--- config.mk ---
export PLATFORM = sky130hd
export DESIGN_NAME = multi_queue_fifo_top
export DESIGN_NICKNAME = d
export VERILOG_FILES = /design/src/rtl/mqf_pkg.sv /design/src/rtl/mqf_front.sv /design/src/rtl/mqf_back.sv /design/src/rtl/multi_queue_fifo_top.sv
export SDC_FILE = /design/constraint.sdc
export NUM_CORES = 2
export LEC_CHECK = 0
export BUFFER_PORTS_ARGS = -buffer_cell sky130_fd_sc_hd__buf_2
export CAP_MARGIN = 10
export CORE_ASPECT_RATIO = 0.8
export CORE_MARGIN = 5
export CORE_UTILIZATION = 50
export DETAILED_ROUTE_END_ITERATION = 12
export PLACE_DENSITY = 0.65
export SETUP_SLACK_MARGIN = 0.02
export SLEW_MARGIN = 10
export SYNTH_ARGS = -nofsm -noshare
export SYNTH_HDL_FRONTEND = slang
export SYNTH_SLANG_ARGS = --single-unit
--- constraint.sdc ---
create_clock -name clk -period 12.2 [get_ports clk]
set_clock_uncertainty 0.1 [all_clocks]
set_input_delay 1.83 -clock clk [delete_from_list [all_inputs] [get_ports clk]]
set_output_delay 1.83 -clock clk [all_outputs]
set_load 0.03 [all_outputs]
--- src/rtl/mqf_pkg.sv ---
// Shared constants, codes and the command type of the multi-queue FIFO.
package mqf_pkg;

  // Size of the queue bank.
  localparam int NUM_QUEUES  = 10;
  localparam int QUEUE_DEPTH = 16;
  localparam int ID_WIDTH    = 16;

  // Port widths fixed by the item and result formats.
  localparam int OP_W     = 2;
  localparam int QIN_W    = 4;
  localparam int IDIN_W   = 16;
  localparam int LEN_W    = 5;
  localparam int SERVED_W = 16;
  localparam int STAT_W   = 2;

  // Derived internal widths.
  localparam int QW      = (NUM_QUEUES > 1) ? $clog2(NUM_QUEUES) : 1;
  localparam int SW      = $clog2(QUEUE_DEPTH);
  localparam int CW      = $clog2(QUEUE_DEPTH + 1);
  localparam int STORE_W = (ID_WIDTH < IDIN_W) ? ID_WIDTH : IDIN_W;

  // Operation codes.
  typedef enum logic [OP_W-1:0] {
    OP_CLEAR  = 2'd0,
    OP_APPEND = 2'd1,
    OP_REMOVE = 2'd2,
    OP_QUERY  = 2'd3
  } op_t;

  // Result status codes.
  typedef enum logic [STAT_W-1:0] {
    ST_OK    = 2'd0,
    ST_FULL  = 2'd1,
    ST_EMPTY = 2'd2
  } status_t;

  // Classified command passed from the front to the back.
  typedef struct packed {
    op_t                  op;
    logic                 in_range;
    logic [QW-1:0]        q;
    logic [STORE_W-1:0]   id;
  } cmd_t;

endpackage

--- src/rtl/mqf_front.sv ---
// Front end: accepts input beats, classifies them and holds them in a two-entry queue.
module mqf_front (
  input  logic                        clk,
  input  logic                        rst,
  input  logic                        push,
  output logic                        full,
  input  logic [mqf_pkg::OP_W-1:0]    opcode,
  input  logic [mqf_pkg::QIN_W-1:0]   queue_index,
  input  logic [mqf_pkg::IDIN_W-1:0]  item_id,
  output logic                        cmd_valid,
  output mqf_pkg::cmd_t               cmd,
  input  logic                        cmd_pop
);
  import mqf_pkg::*;

  cmd_t       slot [2];
  logic       wr_ptr;
  logic       rd_ptr;
  logic [1:0] fill;
  cmd_t       cls;
  logic       accept;

  // Classify the incoming beat; an out-of-range queue is parked on queue zero.
  always_comb begin
    cls.op       = op_t'(opcode);
    cls.in_range = (32'(queue_index) < NUM_QUEUES);
    cls.q        = cls.in_range ? QW'(queue_index) : '0;
    cls.id       = STORE_W'(item_id);
  end

  assign full      = (fill == 2'd2);
  assign accept    = push && !full;
  assign cmd_valid = (fill != 2'd0);
  assign cmd       = slot[rd_ptr];

  // Two-entry command queue between the front and the back.
  always_ff @(posedge clk) begin
    if (rst) begin
      wr_ptr <= 1'b0;
      rd_ptr <= 1'b0;
      fill   <= 2'd0;
    end else begin
      if (accept) begin
        slot[wr_ptr] <= cls;
        wr_ptr       <= ~wr_ptr;
      end
      if (cmd_pop) begin
        rd_ptr <= ~rd_ptr;
      end
      priority if (accept && !cmd_pop) begin
        fill <= fill + 2'd1;
      end else if (cmd_pop && !accept) begin
        fill <= fill - 2'd1;
      end
    end
  end

endmodule

--- src/rtl/mqf_back.sv ---
// Back end: per-queue ring state, the item store and the result register.
module mqf_back (
  input  logic                          clk,
  input  logic                          rst,
  input  logic                          cmd_valid,
  input  mqf_pkg::cmd_t                 cmd,
  output logic                          cmd_pop,
  output logic                          empty,
  input  logic                          pop,
  output logic [mqf_pkg::LEN_W-1:0]     queue_length,
  output logic [mqf_pkg::SERVED_W-1:0]  served_count,
  output logic                          head_valid,
  output logic [mqf_pkg::IDIN_W-1:0]    head_id,
  output logic [mqf_pkg::STAT_W-1:0]    status
);
  import mqf_pkg::*;

  localparam int MEM_DEPTH = NUM_QUEUES * QUEUE_DEPTH;
  localparam int ADDR_W    = $clog2(MEM_DEPTH);

  typedef enum logic [1:0] {
    S_IDLE,
    S_READ,
    S_DONE
  } state_t;

  state_t  state;

  // Per-queue ring state.
  logic [SW-1:0]       head_ptr [NUM_QUEUES];
  logic [SW-1:0]       tail_ptr [NUM_QUEUES];
  logic [CW-1:0]       count    [NUM_QUEUES];
  logic [SERVED_W-1:0] served   [NUM_QUEUES];

  // Item store with a registered read port.
  logic [STORE_W-1:0]  item_store [MEM_DEPTH];
  logic [ADDR_W-1:0]   rd_addr;
  logic [STORE_W-1:0]  rd_data;

  // Pending result fields.
  logic [LEN_W-1:0]    res_len;
  logic [SERVED_W-1:0] res_served;
  logic                res_head_valid;
  status_t             res_status;

  logic                out_full;
  status_t             out_status;

  logic [SW-1:0]       cur_head;
  logic [SW-1:0]       cur_tail;
  logic [CW-1:0]       cur_cnt;
  logic [SERVED_W-1:0] cur_served;
  logic [SW-1:0]       head_next;
  logic [SW-1:0]       tail_next;
  logic [CW-1:0]       cnt_next;
  logic [SERVED_W-1:0] served_next;
  status_t             op_status;
  logic                wr_en;
  logic [ADDR_W-1:0]   wr_addr;
  logic [ADDR_W-1:0]   head_addr;
  logic                take;
  logic                load;

  function automatic logic [SW-1:0] ring_next(input logic [SW-1:0] s);
    ring_next = (s == SW'(QUEUE_DEPTH - 1)) ? '0 : s + SW'(1);
  endfunction

  function automatic logic [ADDR_W-1:0] store_addr(input logic [QW-1:0] q,
                                                   input logic [SW-1:0] s);
    store_addr = ADDR_W'(q) * ADDR_W'(QUEUE_DEPTH) + ADDR_W'(s);
  endfunction

  assign cur_head   = head_ptr[cmd.q];
  assign cur_tail   = tail_ptr[cmd.q];
  assign cur_cnt    = count[cmd.q];
  assign cur_served = served[cmd.q];

  // Work out the new state of the addressed queue.
  always_comb begin
    head_next   = cur_head;
    tail_next   = cur_tail;
    cnt_next    = cur_cnt;
    served_next = cur_served;
    op_status   = ST_OK;
    wr_en       = 1'b0;
    unique case (cmd.op)
      OP_CLEAR: begin
        head_next   = '0;
        tail_next   = '0;
        cnt_next    = '0;
        served_next = '0;
      end
      OP_APPEND: begin
        if (cur_cnt == CW'(QUEUE_DEPTH)) begin
          op_status = ST_FULL;
        end else begin
          wr_en     = 1'b1;
          tail_next = ring_next(cur_tail);
          cnt_next  = cur_cnt + CW'(1);
        end
      end
      OP_REMOVE: begin
        if (cur_cnt == '0) begin
          op_status = ST_EMPTY;
        end else begin
          head_next = ring_next(cur_head);
          cnt_next  = cur_cnt - CW'(1);
          if (cur_served != {SERVED_W{1'b1}}) begin
            served_next = cur_served + SERVED_W'(1);
          end
        end
      end
      OP_QUERY: begin
      end
      default: begin
      end
    endcase
  end

  assign take      = (state == S_IDLE) && cmd_valid;
  assign cmd_pop   = take;
  assign wr_addr   = store_addr(cmd.q, cur_tail);
  assign head_addr = store_addr(cmd.q, head_next);
  assign load      = (state == S_DONE) && (!out_full || pop);

  // Item store: write on an append, and a registered read of the head slot.
  always_ff @(posedge clk) begin
    if (take && wr_en && cmd.in_range) begin
      item_store[wr_addr] <= cmd.id;
    end
    rd_data <= item_store[rd_addr];
  end

  // Sequencer, per-queue state and result register.
  always_ff @(posedge clk) begin
    if (rst) begin
      state    <= S_IDLE;
      out_full <= 1'b0;
      for (int i = 0; i < NUM_QUEUES; i++) begin
        head_ptr[i] <= '0;
        tail_ptr[i] <= '0;
        count[i]    <= '0;
        served[i]   <= '0;
      end
    end else begin
      unique case (state)
        S_IDLE: begin
          if (take) begin
            if (cmd.in_range) begin
              head_ptr[cmd.q] <= head_next;
              tail_ptr[cmd.q] <= tail_next;
              count[cmd.q]    <= cnt_next;
              served[cmd.q]   <= served_next;
            end
            rd_addr        <= head_addr;
            res_len        <= cmd.in_range ? LEN_W'(cnt_next) : '0;
            res_served     <= cmd.in_range ? served_next : '0;
            res_head_valid <= cmd.in_range && (cnt_next != '0);
            res_status     <= cmd.in_range ? op_status : ST_OK;
            state          <= S_READ;
          end
        end
        S_READ: begin
          state <= S_DONE;
        end
        S_DONE: begin
          if (load) begin
            state <= S_IDLE;
          end
        end
        default: begin
          state <= S_IDLE;
        end
      endcase

      // Output register holds one result beat until it is popped.
      if (load) begin
        out_full     <= 1'b1;
        queue_length <= res_len;
        served_count <= res_served;
        head_valid   <= res_head_valid;
        head_id      <= res_head_valid ? IDIN_W'(rd_data) : '0;
        out_status   <= res_status;
      end else if (pop) begin
        out_full <= 1'b0;
      end
    end
  end

  assign empty  = !out_full;
  assign status = out_status;

endmodule

--- src/rtl/multi_queue_fifo_top.sv ---
// Top level of the multi-queue FIFO: front end, command queue and back end.
//
//  Channel  | Handshake            | Beat contents
//  ---------+----------------------+-------------------------------------------------
//  input    | push / full          | opcode, queue_index, item_id
//  result   | empty / pop          | queue_length, served_count, head_valid, head_id,
//           |                      | status
//
// The back end takes each beat through three steps (update, item store read, result load),
// and does not take a new beat before the result of the last one is loaded. The front holds
// up to two classified beats; full is high when both slots are taken. Synchronous reset
// clears the pointers, counts and served counters; the item store is not cleared. A result
// waiting to be popped stalls the back end, while the front keeps accepting until its queue
// fills.
module multi_queue_fifo_top (
  input  logic                          clk,
  input  logic                          rst,
  input  logic                          push,
  output logic                          full,
  input  logic [mqf_pkg::OP_W-1:0]      opcode,
  input  logic [mqf_pkg::QIN_W-1:0]     queue_index,
  input  logic [mqf_pkg::IDIN_W-1:0]    item_id,
  output logic                          empty,
  input  logic                          pop,
  output logic [mqf_pkg::LEN_W-1:0]     queue_length,
  output logic [mqf_pkg::SERVED_W-1:0]  served_count,
  output logic                          head_valid,
  output logic [mqf_pkg::IDIN_W-1:0]    head_id,
  output logic [mqf_pkg::STAT_W-1:0]    status
);
  import mqf_pkg::*;

  logic cmd_valid;
  logic cmd_pop;
  cmd_t cmd;

  // Accept and classify input beats.
  mqf_front u_front (
    .clk         (clk),
    .rst         (rst),
    .push        (push),
    .full        (full),
    .opcode      (opcode),
    .queue_index (queue_index),
    .item_id     (item_id),
    .cmd_valid   (cmd_valid),
    .cmd         (cmd),
    .cmd_pop     (cmd_pop)
  );

  // Carry out each command and present its result.
  mqf_back u_back (
    .clk          (clk),
    .rst          (rst),
    .cmd_valid    (cmd_valid),
    .cmd          (cmd),
    .cmd_pop      (cmd_pop),
    .empty        (empty),
    .pop          (pop),
    .queue_length (queue_length),
    .served_count (served_count),
    .head_valid   (head_valid),
    .head_id      (head_id),
    .status       (status)
  );

endmodule
==> impl_summary.log <==
INFO  metric port_buffers = 67
INFO  metric timing.hold.worst.start = u_back.res_served[8]$_SDFFCE_PN0P_
INFO  metric antenna_found_initial = 21
INFO  metric area_of_the_placeable_core = 246000 um2
INFO  metric place_congestion = 0.846
INFO  metric cap_viol_max_count = 0
INFO  metric root_buffer = sky130_fd_sc_hd__clkbuf_16
INFO  metric synth-edff-count = 3142
INFO  metric dominantRegCellSynth = sky130_fd_sc_hd__edfxtp_1
INFO  metric postLayoutCellArea = 139000 um2
INFO  metric worstSetupEndpointType = flip-flop
INFO  metric tritoncts_num_sinks = 3166
INFO  metric rsz0062_at_grt = false
INFO  metric maximum_number_of_pins_on_one_net_before_global_route_repair = 138
INFO  metric drcViolationCount = 0
INFO  metric globalRoute.totalOverflow = 0
INFO  metric largest_family_of_logic_cells_by_synthesized_area = multiplexers
INFO  metric worst_r2r_endpoint = u_back.item_store[1][9]$_DFFE_PP_
INFO  metric cp_top_family = simple AND/OR/NAND/NOR gates
INFO  metric ctsLongestPathBuffers = 4
INFO  metric first_global_vias = 59000
INFO  metric final-max-slew-violation-count = 0
INFO  metric fillcell_total = 18000
INFO  metric critical_path_buf_inv_count = 6
INFO  metric route.vias.total = 61400
INFO  metric placedInstanceArea = 129000 um2
INFO  metric clock.fmax = 146 MHz
INFO  metric timing.critical_path.arrival = 7220 ps
INFO  metric rrSetupSlack = 5360 ps
INFO  metric async_flop_share = 0%
INFO  metric share_clk_of_total_power = 33.1%
INFO  metric synth_area_leader_cell = sky130_fd_sc_hd__edfxtp_1
INFO  metric ys_seq_elements = 3166
INFO  metric post_synthesis_average_cell_area = 21.6 um2
INFO  metric cellInternalPower = 20.5 mW
INFO  metric power.sequential.fraction = 44.5%
INFO  metric floorplan.io_pins = 68
INFO  metric effective_utilization_at_floorplan = 50.2%
INFO  metric grt_use_met3 = 5.35%
INFO  metric insertion_delay = 880 ps
INFO  metric grt-busiest-layer = met1
INFO  metric slowest_cell_on_the_critical_path = sky130_fd_sc_hd__nor2_2
INFO  metric crit_path_max_fanout = 48
INFO  metric synth.top_cells.by_area = sky130_fd_sc_hd__edfxtp_1, sky130_fd_sc_hd__mux4_2, sky130_fd_sc_hd__nor2_1
INFO  metric p_switching = 8.30 mW
INFO  metric die-height = 455 um
INFO  metric drive_above_1_share = 28.1%
INFO  metric antenna_left = 0
INFO  metric min-delay-path-class = reg2reg
INFO  metric cts.hold.buffers_added = 0
INFO  metric avgViaCountPerCell = 6.48
INFO  metric cpMostUsedCell = sky130_fd_sc_hd__buf_4
INFO  metric post-cts-setup-buffers = 0
INFO  metric cts_htree_levels = 5
INFO  metric timing_worst_setup_path_type = reg2reg
INFO  metric grt_pass1_wl = 452000 um
INFO  metric worst_hold_path.endpoint = u_back.served_count[8]$_DFFE_PP_
INFO  metric dp_hpwl = 187000 um
INFO  metric grt_util_met1 = 38.4%
INFO  metric layout_min_cycle_time = 6840 ps
INFO  metric r2r_cells = 16
INFO  metric fraction_of_power_consumed_by_combinational_cells = 22.4%
INFO  metric synth_compound_area_share = 2.11%
INFO  metric outcome = complete, no violations
INFO  metric design.die.area = 257000 um2
INFO  metric p_sw_share = 28.8%
INFO  metric p_per_area = 208 nW/um2
INFO  metric clock_tree_from_tritoncts = built
INFO  metric critPathLaunchType = flip-flop
INFO  metric timing.critical_path.cells = buf_4 > mux2i_2 > buf_4 > inv_4 > buf_4 > mux4_2 > nand2_1 > nand4_1 > inv_1 > ha_1 > nand4_1 > nand2_1 > nor3_2 > buf_4 > nand3_1 > nor2_2
INFO  metric postSynthNetCount = 5757
INFO  metric detail_route.wl_per_cell = 33.7 um
INFO  metric synth_top_cell_area_share = 76.3%
INFO  metric final-hold-violation-count = 0
INFO  metric chipWidth = 566 um
INFO  metric first_iter_violations = 9314
INFO  metric syn_inst = 5719
INFO  metric finalNetCount = 5963
INFO  metric worst_slew_margin_rel = 12.4%
INFO  metric netlist-cell-type-count = 79
INFO  metric cts_made_buffers = 311
INFO  metric syn_to_final_growth = 12.2%
INFO  metric met2_usage = 35.5%
INFO  metric synth.mux.area_fraction = 16.7%
INFO  metric synth-adder-area-share = 0.121%
INFO  metric routed_wirelength = 319000 um
INFO  metric placement_rows = 163
INFO  metric critical_path.max_stage_delay = 1080 ps
INFO  metric syn-cell-area = 124000 um2
INFO  metric synth_xor_area_share = 0.106%
INFO  metric layout.core_utilization = 56.3%
INFO  metric yosys.area_share.simple = 2.89%
INFO  metric period_share = 56.1%
INFO  metric cts.reportedPaths.clkPinSlew = 70 ps
INFO  metric finalSetupViolations = 0
INFO  metric fin_setup_tns = 0 ps
INFO  metric cts_repair_resize_count = 0
INFO  metric yosysWarningCount = 0
INFO  metric cp_data_required_time = 12580 ps
INFO  metric total_global_route_track_usage = 24.5%
INFO  metric drt_first_pass_iters = 6
INFO  metric power.total = 28.8 mW
INFO  metric peakVddDrop = 0.223 mV
INFO  metric timing.hold.worst_path_depth = 0
INFO  metric tightest_slew = 1310 ps
INFO  metric ys_seq_area_share = 76.7%
INFO  metric p_leak = 43.4 nW
[registers in the layout, summed over array words and instances (netlist names), 2 cells and up, named ones only]
register,flops
u_front.slot,46
u_back.rd_addr,8
u_back.res_served,16
u_back.tail_ptr,64
u_back.served,256
u_back.count,80
u_back.head_id,16
u_back.res_len,5
u_back.item_store,2560
u_back.state,2
u_back.rd_data,16
u_front.fill,2
u_back.queue_length,5
u_back.status,2
u_back.served_count,16
u_back.head_ptr,64
u_back.res_status,2
[power groups by stage]
stage	sequential [mW]	combinational, mW	clock (mW)
after floorplan	13.0	3.83	0
after global placement	13.0	6.36	0
after detailed placement	13.0	6.42	0
after CTS	12.8	6.44	9.67
after global routing	12.8	6.70	10.2
final	12.8	6.45	9.54
[synthesized netlist by cell type, drive strengths merged (18+ instances only)]
cell type	n
o41ai	38
and2	25
mux4	882
nor3	31
a21oi	155
nand3	37
a21boi	37
a211oi	19
dfxtp	24
inv	33
edfxtp	3142
nor2	462
buf	150
clkbuf	202
mux2	18
and3	32
mux2i	55
o21ai	54
nor2b	22
nand2	123
[worst max path at each step]
stage               startpoint  cells after the start                                  to  slack [ps]
floorplan                  rst                      2     u_back.head_id[0]$_SDFFCE_PN0P_        6580
global placement     flip-flop                     16  u_back.item_store[5][11]$_DFFE_PP_        5430
detailed placement   flip-flop                     16  u_back.item_store[1][13]$_DFFE_PP_        5350
CTS                  flip-flop                     16   u_back.item_store[0][9]$_DFFE_PP_        5320
global route         flip-flop                     16  u_back.item_store[5][11]$_DFFE_PP_        4990
finish               flip-flop                     16   u_back.item_store[1][9]$_DFFE_PP_        5360
[placed cells by master, fill, tap and decap left out, drive strengths merged, types with 18 or more instances in the layout]
master,n
edfxtp,3142
mux4,882
nor2,462
clkbuf,380
buf,245
a21oi,155
clkinv,125
nand2,123
mux2i,55
o21ai,54
inv,46
o41ai,38
a21boi,37
nand3,37
and3,32
bufinv,31
nor3,31
and2,25
dfxtp,24
nor2b,22
a211oi,19
mux2,18
[per-stage QoR]
stage / hold WS [ps] / cells / setup WS (ps)
after floorplan: 300 / 5719 / 6580
after global placement: 300 / 8912 / 5430
after detailed placement: 306 / 8912 / 5350
after CTS: 319 / 9471 / 5320
after global routing: 338 / 9471 / 4990
final: 318 / 9475 / 5360
[layer usage]
layer	share of wire, %	vias up
li1	-	24300
met5	0.011	-
met1	42	32700
met2	44	3876
met3	11	498
met4	2.7	6
[worst reg2reg max path, delay by kind of cell (launching register included)]
kind                     cells  cell delay (ps)
adder cells (fa/ha/maj)      1              270
buffers and inverters        6             2300
flip-flops                   1              310
multiplexers                 2              520
AND/OR/NAND/NOR              7             2960
[logic make-up after synthesis]
logic type / after synthesis
buffers and inverters: 385
and+or+nand+nor: 801
DFF: 3166
AOI/OAI and AO/OA: 385
xor gates and xnor gates: 15
adders and majority gates: 12
muxes: 955
[cell type report]
class                           instances  area (um2)  share of cell area, %
Antenna cell                            4        10.0                0.00722
Tap cell                             3300        4130                   2.98
Multi-Input combinational cell       2168       27800                   20.0
Clock buffer                          380        8300                   5.98
Inverter                               33         134                 0.0966
Sequential cell                      3166       94800                   68.4
Clock inverter                        179        1730                   1.25
Timing Repair Buffer                  245        1760                   1.27
No activity file was read; power rests on OpenSTA's default activity.
